--- src/design/ekvt_pkg.sv ---
// Package for the epoch keyed voter table: sizes, operation and status
// codes, and the input, result and compare-unit structs.
// No dependencies.
package ekvt_pkg;

  localparam int CAPACITY  = 8;
  localparam int IDX_W     = $clog2(CAPACITY);
  localparam int KEY_WORDS = 4;
  localparam int KW_W      = $clog2(KEY_WORDS);
  localparam int KEY_DEPTH = CAPACITY * KEY_WORDS;
  localparam int CNT_W     = $clog2(CAPACITY + 1);
  localparam int EPOCH_W   = 64;
  localparam int KEY_W     = 64;

  localparam logic [1:0] OP_LOAD     = 2'd0;
  localparam logic [1:0] OP_LOOKUP   = 2'd1;
  localparam logic [1:0] OP_PURGE    = 2'd2;
  localparam logic [1:0] OP_CONTAINS = 2'd3;

  localparam logic [1:0] STAT_OK       = 2'd0;
  localparam logic [1:0] STAT_NOTFOUND = 2'd1;
  localparam logic [1:0] STAT_FULL     = 2'd2;
  localparam logic [1:0] STAT_EMPTY    = 2'd3;

  typedef struct packed {
    logic [1:0]         operation;
    logic [EPOCH_W-1:0] epoch;
    logic [KEY_W-1:0]   key_in_w0;
    logic [KEY_W-1:0]   key_in_w1;
    logic [KEY_W-1:0]   key_in_w2;
    logic [KEY_W-1:0]   key_in_w3;
  } in_word_t;

  typedef struct packed {
    logic [1:0]         status;
    logic               found;
    logic               existed;
    logic [KEY_W-1:0]   key_out_w0;
    logic [KEY_W-1:0]   key_out_w1;
    logic [KEY_W-1:0]   key_out_w2;
    logic [KEY_W-1:0]   key_out_w3;
    logic [3:0]         entry_count;
    logic [EPOCH_W-1:0] max_epoch;
  } out_word_t;

  typedef struct packed {
    logic eq;
    logic lt;
    logic gt_best;
    logic gt_latest;
  } cmp_res_t;

endpackage

--- src/design/ekvt_ram.sv ---
// Generic simple dual-port RAM: one write port, one registered read port.
// No dependencies.
module ekvt_ram #(
  parameter int WIDTH = 64,
  parameter int DEPTH = 8,
  localparam int AW = (DEPTH > 1) ? $clog2(DEPTH) : 1
) (
  input  logic             clk,
  input  logic             we,
  input  logic [AW-1:0]    waddr,
  input  logic [WIDTH-1:0] wdata,
  input  logic [AW-1:0]    raddr,
  output logic [WIDTH-1:0] rdata
);

  logic [WIDTH-1:0] mem [DEPTH];

  always_ff @(posedge clk) begin
    if (we) begin
      mem[waddr] <= wdata;
    end
    rdata <= mem[raddr];
  end

endmodule

--- src/design/ekvt_cmp.sv ---
// Shared epoch compare unit: tests one candidate epoch against the request
// epoch, the best predecessor so far and the running maximum.
// Depends on ekvt_pkg.
module ekvt_cmp (
  input  logic [ekvt_pkg::EPOCH_W-1:0] cand,
  input  logic [ekvt_pkg::EPOCH_W-1:0] req_ep,
  input  logic [ekvt_pkg::EPOCH_W-1:0] best,
  input  logic [ekvt_pkg::EPOCH_W-1:0] latest,
  output ekvt_pkg::cmp_res_t           res
);

  always_comb begin
    res.eq        = (cand == req_ep);
    res.lt        = (cand < req_ep);
    res.gt_best   = (cand > best);
    res.gt_latest = (cand > latest);
  end

endmodule

--- src/design/epoch_keyed_voter_table_core.sv ---
// Epoch keyed voter table: up to CAPACITY epochs, each with a 256-bit key.
// Depends on ekvt_pkg, ekvt_ram and ekvt_cmp.
// One word is handled at a time; in_ready is high only while idle. Every
// operation scans all CAPACITY epoch slots through one compare unit, one
// slot per cycle from the epoch RAM. Purge, contains and lookup misses then
// skip the key transfer; when a key is read or written, the key RAM moves
// one 64-bit key word per cycle. Results wait in an output register; the
// block holds its last step while that register is full. Slots that were
// never written are never read back.
module epoch_keyed_voter_table_core (
  input  logic                clk,
  input  logic                rst_n,
  input  logic                in_valid,
  output logic                in_ready,
  input  ekvt_pkg::in_word_t  in_data,
  output logic                out_valid,
  input  logic                out_ready,
  output ekvt_pkg::out_word_t out_data
);

  localparam logic [1:0] ST_IDLE = 2'd0;
  localparam logic [1:0] ST_SCAN = 2'd1;
  localparam logic [1:0] ST_KEY  = 2'd2;
  localparam logic [1:0] ST_DONE = 2'd3;

  localparam int IDX_W     = ekvt_pkg::IDX_W;
  localparam int KW_W      = ekvt_pkg::KW_W;
  localparam int CNT_W     = ekvt_pkg::CNT_W;
  localparam int EPOCH_W   = ekvt_pkg::EPOCH_W;
  localparam int KEY_W     = ekvt_pkg::KEY_W;

  logic [1:0]                    state_r;
  ekvt_pkg::in_word_t            req_r;
  logic [ekvt_pkg::CAPACITY-1:0] valid_r;

  logic [IDX_W-1:0]   idx_r;
  logic               issue_r;
  logic               pipe_r;
  logic [IDX_W-1:0]   cmp_idx_r;

  logic               hit_r;
  logic [IDX_W-1:0]   hit_idx_r;
  logic               best_vld_r;
  logic [IDX_W-1:0]   best_idx_r;
  logic [EPOCH_W-1:0] best_ep_r;
  logic               free_vld_r;
  logic [IDX_W-1:0]   free_idx_r;
  logic [CNT_W-1:0]   cnt_r;
  logic [EPOCH_W-1:0] latest_r;

  logic [KW_W:0]      kw_r;
  logic               kv_r;
  logic [KW_W-1:0]    kd_r;
  logic [KEY_W-1:0]   key_r [ekvt_pkg::KEY_WORDS];

  logic                out_valid_r;
  ekvt_pkg::out_word_t out_data_r;
  ekvt_pkg::out_word_t out_nxt;

  logic [EPOCH_W-1:0]  ep_rdata;
  logic [KEY_W-1:0]    key_rdata;
  logic [EPOCH_W-1:0]  cmp_a;
  ekvt_pkg::cmp_res_t  cmp;

  logic is_load, is_lookup, is_purge, is_contains;
  logic accept, scan_last, ent_valid, survive;
  logic key_rd_need, key_wr_need, ins, kw_issue, done_fire;
  logic [IDX_W-1:0]       wr_slot, rd_slot;
  logic [KW_W-1:0]        widx;
  logic                   key_we;
  logic [KEY_W-1:0]       key_wdata;
  logic [KEY_W-1:0]       in_key_word;
  logic [CNT_W-1:0]       cnt_total;

  assign in_ready  = (state_r == ST_IDLE);
  assign accept    = in_valid && in_ready;
  assign out_valid = out_valid_r;
  assign out_data  = out_data_r;

  assign is_load     = (req_r.operation == ekvt_pkg::OP_LOAD);
  assign is_lookup   = (req_r.operation == ekvt_pkg::OP_LOOKUP);
  assign is_purge    = (req_r.operation == ekvt_pkg::OP_PURGE);
  assign is_contains = (req_r.operation == ekvt_pkg::OP_CONTAINS);

  assign scan_last = pipe_r && (cmp_idx_r == IDX_W'(ekvt_pkg::CAPACITY - 1));
  assign ent_valid = valid_r[cmp_idx_r];
  assign survive   = !(is_purge && cmp.lt);

  assign key_rd_need = is_lookup && (hit_r || best_vld_r);
  assign ins         = !hit_r && free_vld_r && (is_load || (is_lookup && best_vld_r));
  assign key_wr_need = is_load ? (hit_r || free_vld_r) : ins;
  assign wr_slot     = hit_r ? hit_idx_r : free_idx_r;
  assign rd_slot     = hit_r ? hit_idx_r : best_idx_r;
  assign kw_issue    = (state_r == ST_KEY) && !kw_r[KW_W];
  assign done_fire   = (state_r == ST_DONE) && (!out_valid_r || out_ready);

  assign cmp_a = (state_r == ST_DONE) ? req_r.epoch : ep_rdata;

  ekvt_cmp u_cmp (
    .cand   (cmp_a),
    .req_ep (req_r.epoch),
    .best   (best_ep_r),
    .latest (latest_r),
    .res    (cmp)
  );

  ekvt_ram #(
    .WIDTH (EPOCH_W),
    .DEPTH (ekvt_pkg::CAPACITY)
  ) u_epoch_ram (
    .clk   (clk),
    .we    (done_fire && ins),
    .waddr (free_idx_r),
    .wdata (req_r.epoch),
    .raddr (idx_r),
    .rdata (ep_rdata)
  );

  always_comb begin
    unique case (kw_r[KW_W-1:0])
      2'd0:    in_key_word = req_r.key_in_w0;
      2'd1:    in_key_word = req_r.key_in_w1;
      2'd2:    in_key_word = req_r.key_in_w2;
      default: in_key_word = req_r.key_in_w3;
    endcase
  end

  always_comb begin
    if (is_load) begin
      key_we    = kw_issue && key_wr_need;
      widx      = kw_r[KW_W-1:0];
      key_wdata = in_key_word;
    end else begin
      key_we    = (state_r == ST_KEY) && kv_r && ins;
      widx      = kd_r;
      key_wdata = key_rdata;
    end
  end

  ekvt_ram #(
    .WIDTH (KEY_W),
    .DEPTH (ekvt_pkg::KEY_DEPTH)
  ) u_key_ram (
    .clk   (clk),
    .we    (key_we),
    .waddr ({wr_slot, widx}),
    .wdata (key_wdata),
    .raddr ({rd_slot, kw_r[KW_W-1:0]}),
    .rdata (key_rdata)
  );

  // sequencer
  always_ff @(posedge clk) begin
    if (!rst_n) begin
      state_r <= ST_IDLE;
    end else begin
      unique case (state_r)
        ST_IDLE: begin
          if (accept) begin
            state_r <= ST_SCAN;
          end
        end
        ST_SCAN: begin
          if (scan_last) begin
            state_r <= ST_KEY;
          end
        end
        ST_KEY: begin
          if ((!key_rd_need && !key_wr_need) || kw_r[KW_W]) begin
            state_r <= ST_DONE;
          end
        end
        default: begin
          if (done_fire) begin
            state_r <= ST_IDLE;
          end
        end
      endcase
    end
  end

  always_ff @(posedge clk) begin
    if (accept) begin
      req_r <= in_data;
    end
  end

  // scan pointers
  always_ff @(posedge clk) begin
    if (!rst_n) begin
      issue_r <= 1'b0;
      pipe_r  <= 1'b0;
    end else begin
      pipe_r <= (state_r == ST_SCAN) && issue_r;
      if (accept) begin
        issue_r <= 1'b1;
      end else if ((state_r == ST_SCAN) && issue_r &&
                   (idx_r == IDX_W'(ekvt_pkg::CAPACITY - 1))) begin
        issue_r <= 1'b0;
      end
    end
  end

  always_ff @(posedge clk) begin
    cmp_idx_r <= idx_r;
    if (accept) begin
      idx_r <= '0;
    end else if ((state_r == ST_SCAN) && issue_r) begin
      idx_r <= idx_r + 1'b1;
    end
  end

  // scan results
  always_ff @(posedge clk) begin
    if (accept) begin
      hit_r      <= 1'b0;
      best_vld_r <= 1'b0;
      free_vld_r <= 1'b0;
      cnt_r      <= '0;
      latest_r   <= '0;
    end else if (pipe_r) begin
      if (ent_valid) begin
        if (cmp.eq) begin
          hit_r     <= 1'b1;
          hit_idx_r <= cmp_idx_r;
        end
        if (cmp.lt && (!best_vld_r || cmp.gt_best)) begin
          best_vld_r <= 1'b1;
          best_idx_r <= cmp_idx_r;
          best_ep_r  <= cmp_a;
        end
        if (survive) begin
          cnt_r <= cnt_r + 1'b1;
          if (cmp.gt_latest) begin
            latest_r <= cmp_a;
          end
        end
      end else if (!free_vld_r) begin
        free_vld_r <= 1'b1;
        free_idx_r <= cmp_idx_r;
      end
    end
  end

  always_ff @(posedge clk) begin
    if (!rst_n) begin
      valid_r <= '0;
    end else if (pipe_r && ent_valid && is_purge && cmp.lt) begin
      valid_r[cmp_idx_r] <= 1'b0;
    end else if (done_fire && ins) begin
      valid_r[free_idx_r] <= 1'b1;
    end
  end

  // key transfer
  always_ff @(posedge clk) begin
    if (!rst_n) begin
      kv_r <= 1'b0;
    end else begin
      kv_r <= kw_issue && key_rd_need;
    end
  end

  always_ff @(posedge clk) begin
    kd_r <= kw_r[KW_W-1:0];
    if (accept) begin
      kw_r <= '0;
    end else if (state_r == ST_KEY) begin
      kw_r <= kw_r + 1'b1;
    end
    if ((state_r == ST_KEY) && kv_r) begin
      key_r[kd_r] <= key_rdata;
    end
  end

  // result
  assign cnt_total = CNT_W'(cnt_r + CNT_W'(ins));

  always_comb begin
    out_nxt = '0;
    priority if (is_load) begin
      if (!hit_r && !free_vld_r) begin
        out_nxt.status = ekvt_pkg::STAT_FULL;
      end
    end else if (is_lookup) begin
      if (!hit_r && !best_vld_r) begin
        out_nxt.status = ekvt_pkg::STAT_NOTFOUND;
      end else if (!hit_r && !free_vld_r) begin
        out_nxt.status = ekvt_pkg::STAT_FULL;
      end
    end else if (is_purge) begin
      if (cnt_r == '0) begin
        out_nxt.status = ekvt_pkg::STAT_EMPTY;
      end
    end else begin
      out_nxt.status = ekvt_pkg::STAT_OK;
    end
    out_nxt.found   = (is_lookup && (hit_r || best_vld_r)) || (is_contains && hit_r);
    out_nxt.existed = hit_r && !is_purge;
    if (key_rd_need) begin
      out_nxt.key_out_w0 = key_r[0];
      out_nxt.key_out_w1 = key_r[1];
      out_nxt.key_out_w2 = key_r[2];
      out_nxt.key_out_w3 = key_r[3];
    end
    out_nxt.entry_count = 4'(cnt_total);
    out_nxt.max_epoch   = (ins && cmp.gt_latest) ? req_r.epoch : latest_r;
  end

  always_ff @(posedge clk) begin
    if (!rst_n) begin
      out_valid_r <= 1'b0;
    end else if (done_fire) begin
      out_valid_r <= 1'b1;
    end else if (out_ready) begin
      out_valid_r <= 1'b0;
    end
  end

  always_ff @(posedge clk) begin
    if (done_fire) begin
      out_data_r <= out_nxt;
    end
  end

endmodule

--- config.mk ---
export PLATFORM = sky130hd
export DESIGN_NAME = epoch_keyed_voter_table_core
export DESIGN_NICKNAME = d
export VERILOG_FILES = /design/src/design/ekvt_pkg.sv /design/src/design/ekvt_ram.sv /design/src/design/ekvt_cmp.sv /design/src/design/epoch_keyed_voter_table_core.sv
export SDC_FILE = /design/constraint.sdc
export NUM_CORES = 2
export LEC_CHECK = 0
export BUFFER_PORTS_ARGS = -buffer_cell sky130_fd_sc_hd__buf_4
export CORE_MARGIN = 2
export CORE_UTILIZATION = 55
export CTS_CLUSTER_DIAMETER = 100
export DETAILED_ROUTE_END_ITERATION = 8
export GPL_ROUTABILITY_DRIVEN = 0
export PLACE_DENSITY_LB_ADDON = 0.08
export SLEW_MARGIN = 20
export SYNTH_ARGS = -nofsm -noshare
export SYNTH_HDL_FRONTEND = slang
export SYNTH_HIERARCHICAL = 1
export SYNTH_SLANG_ARGS = --single-unit
--- constraint.sdc ---
create_clock -name clk -period 10.68 [get_ports clk]
set_clock_uncertainty 0.05 [all_clocks]
set_input_delay 0 -clock clk [delete_from_list [all_inputs] [get_ports clk]]
set_output_delay 0 -clock clk [all_outputs]
set_load 0.05 [all_outputs]
==> impl_results.md <==
* Seq/Total Area, Yosys at between 70 and 80%
* Vias per inst at 6.11
* Register area at 111,000 um^2
* Num CTS Buffers at 380
* Total Die Area at around 260,000 um^2
* Largest net degree at the start of global routing at roughly 140
* CP Launch Type: flop
* Comb power frac at around 16%
* Final setup viols at 0
* Total gr overflow at 0
* Peak supply drop at 0.174 mV
* CTS tree: built
* Row cnt at 187
* Number of synthesized flops with an enable pin at roughly 3,500
* Setup TNS at 0 ns
* Area occupied by multi-input gates at 31,000 um^2
* # nets final at about 9,000
* Cell Int Power at 27.5 mW
* Slew @ Worst Pin at between 1 and 1.5 ns
* Pleak at approximately 58 nW
* Ys flop type: edfxtp_1
* NetSw at ~9.6 mW
* Crit path cell chain: ha_4, buf_12, mux2_2, ha_1, nand4_1, nor3_1, inv_1, nor4_2, a2111oi_1, buf_4, a21oi_1, and2_4, buf_4, mux2i_1
* Asr flop ratio synth at 0%
* Postcts setup bufs at 0
* Avg Inst Size Synth at between 20 and 25 um^2
* First-pass GRT wire length at between 500,000 and 600,000 um
* Finished Cell Area at around 170,000 um^2
* CTS Hold Buffers Added at between 600 and 700
* Synthesis-to-layout area growth at 20.0%
* Fmax at about 170 MHz
* Slowest-stage cell, CP: buf_4
* Top cell type's share of synthesized area at between 70% and 80%
* Drt pass-1 iters at 9
* Mapped Cells at between 6,000 and 7,000
* PortBufs at between 600 and 700
* Top delay family on crit path: simple AND/OR/NAND/NOR gates
* Number of global-route vias before repair at about 75,000
* Switching Fraction at ~26%
* Status: completed
* RSZ-0062 raised after global routing: false
* Mapped Nets at approximately 7,400
* Most frequent CP cell: buf_4
* Hold Vio Cnt, Final at 0
* CTS Buffer Depth at 4
* Pwr Density at 216 nW/um^2
* Min cycle time layout at between 5 and 6 ns
* Initial antenna violation count at 25
* Final period util at ~55%
* GRT Overall Usage at approximately 28%
* IO Pins at 656
* Clk pwr share at a little over a third
* DR vias at around 74,000
* Cell Area, Synth at roughly 140,000 um^2
* Iteration-0 DRC count of the detailed router at 8,483
* Yosys warning count at 6
* Max_cap viols at 0
* Slew headroom at 18.1%
* Routed Antenna Nets at 0
* Hold/Removal Path Class: in2reg
* DP HPWL at 207,000 um
* Crit. End Element: flop
* Crit Path Category: reg2reg
* CTS Root Cell: clkbuf_16
* Starting Density at 55.2%
* Share of layout cells above drive strength 1 at around 28%
* Worst Path Buf+Inv at 4
* Seq cells post-synth at 3,763
* DR DRC count at 0
* # fillers at 16,746
* Max-slew violation count at 0
* Post-synth top area cell: edfxtp_1
* Maximum fanout along the worst path at 37
* Clk_lat worst skew at a little over 0.9 ns
* Crit path DAT at 6.57 ns
* Synth cell types at 77
* Area contributors post-synth: edfxtp_1 74%, mux4_2 11%, dfxtp_1 3.1%
* Worst EP required at approximately 11 ns
* Sequential Power Share at between 40% and 50%
* H-tree levels at 5
* Chip height at between 500 and 600 um
* Clock transition at path regs at 0.06 ns
* Placed Area at approximately 150,000 um^2
* CORE AREA at roughly 260,000 um^2
* CTS Sinks at around 3,800
* Commonest cells in the netlist: 3,539 x edfxtp_1, 730 x mux4_2, 261 x and2_1, 261 x nand2_1, 252 x mux2_2
* Crit-path max cell delay at roughly 0.71 ns
* WL final at around 370,000 um
* Post_cts resized at 0
* Die Width at slightly above 500 um
* Drt wl/cell at between 30 and 40 um
* Most frequent cell after synthesis: edfxtp_1
-- placed cells by master (no fill, tap or decap), types with 8 or more instances in the layout --
cell	n
edfxtp_1	3539
buf_4	812
mux4_2	730
dlygate4sd3_1	649
clkbuf_16	390
and2_1	261
nand2_1	259
mux2_2	252
dfxtp_1	217
inv_1	211
ha_1	202
a21oi_1	147
nor2_1	115
mux2i_1	109
clkbuf_1	90
clkinv_2	75
a222oi_1	64
clkinv_1	57
o21ai_1	40
nor2_4	40
nand4_1	39
o21ai_4	35
nand3_1	34
o21ai_0	28
clkbuf_8	28
bufinv_16	23
a221oi_1	21
clkinvlp_4	18
a21o_1	18
mux2_1	14
diode_2	10
nand2b_1	10
nor2b_1	10
o22ai_1	10
a211oi_1	9
nor3_1	8
buf_12	8
-- registers in the layout (all words and copies together) (netlist names), 3 cells and up --
register	flops
u_key_ram/mem	2048
u_epoch_ram/mem	512
out_data	328
req_r	322
key_r	256
best_ep_r	64
latest_r	64
u_epoch_ram/rdata	64
u_key_ram/rdata	64
valid_r	8
cnt_r	4
best_idx_r	3
cmp_idx_r	3
free_idx_r	3
hit_idx_r	3
idx_r	3
kw_r	3
-- cell type report --
class	count	share of cell area, %
antenna	10	0.0146
clock buffer	508	6.10
clock inverter	191	0.973
inverter	214	0.476
multi-input combinational	2579	18.0
sequential	3763	64.5
tap	3402	2.48
timing repair buffer	1473	7.46
-- stage by stage --
| step | power, mW | hold slack [ns] | instances | util [%] | worst slack (ns) |
|---|---|---|---|---|---|
| after detailed placement | 24.2 | 0.129 | 10781 | 59.0 | 4.73 |
| after global placement | 24.1 | 0.128 | 10780 | 59.0 | 4.87 |
| after floorplan | 22.3 | 0.0489 | 6867 | - | 0.254 |
| after CTS | 37.2 | 0.0530 | 12129 | 66.2 | 4.69 |
| final | 37.1 | 0.113 | 12140 | 66.3 | 4.85 |
| after global routing | 38.4 | 0.121 | 12135 | 66.3 | 4.63 |
-- worst reg2reg max path, stage by stage, from the launching register on --
cell and delay (ns):
dfxtp_1 0.45, ha_4 0.56, buf_12 0.33, mux2_2 0.49
ha_1 0.34, nand4_1 0.18, nor3_1 0.33, inv_1 0.09
nor4_2 0.68, a2111oi_1 0.20, buf_4 0.18, a21oi_1 0.26
and2_4 0.58, buf_4 0.71, mux2i_1 0.32
-- routing by layer --
metal  wire length, um  global-route usage [%]
met5                31                       0
met4             10600                    7.98
met3             27900                    4.39
met2            183000                    45.8
met1            151000                    39.8
-- power by group through the flow --
stage	logic [mW]	clock network, mW	registers [mW]
CTS	5.72	13.1	18.4
global placement	5.41	0	18.7
finish	5.77	13.0	18.4
detailed placement	5.52	0	18.7
floorplan	3.81	0	18.5
global route	6.26	13.7	18.4
-- final timing paths --
kind                      from            to  slack, ns  depth (start not counted)
hold / removal       out_ready     out_valid       0.11                          4
setup / recovery    state_r[0]  latest_r[49]       4.85                         14
setup reg to reg    state_r[0]  latest_r[49]       4.85                         14
hold reg to reg   latest_r[12]  latest_r[12]       0.42                          2
-- cell families (layout without fill, tap and decap cells) --
logic type,count (synthesis),after routing,synth area share [%]
xor gates and xnor gates,6,6,0.0367
adders and majority gates,207,207,1.81
AOI/OAI and AO/OA,439,439,2.02
muxes,1106,1106,14.3
buffers and inverters,525,2386,1.60
and+or+nand+nor,821,821,2.85
DFF,3763,3763,77.3
other,0,10,0
No activity file was read; power rests on OpenSTA's default activity.
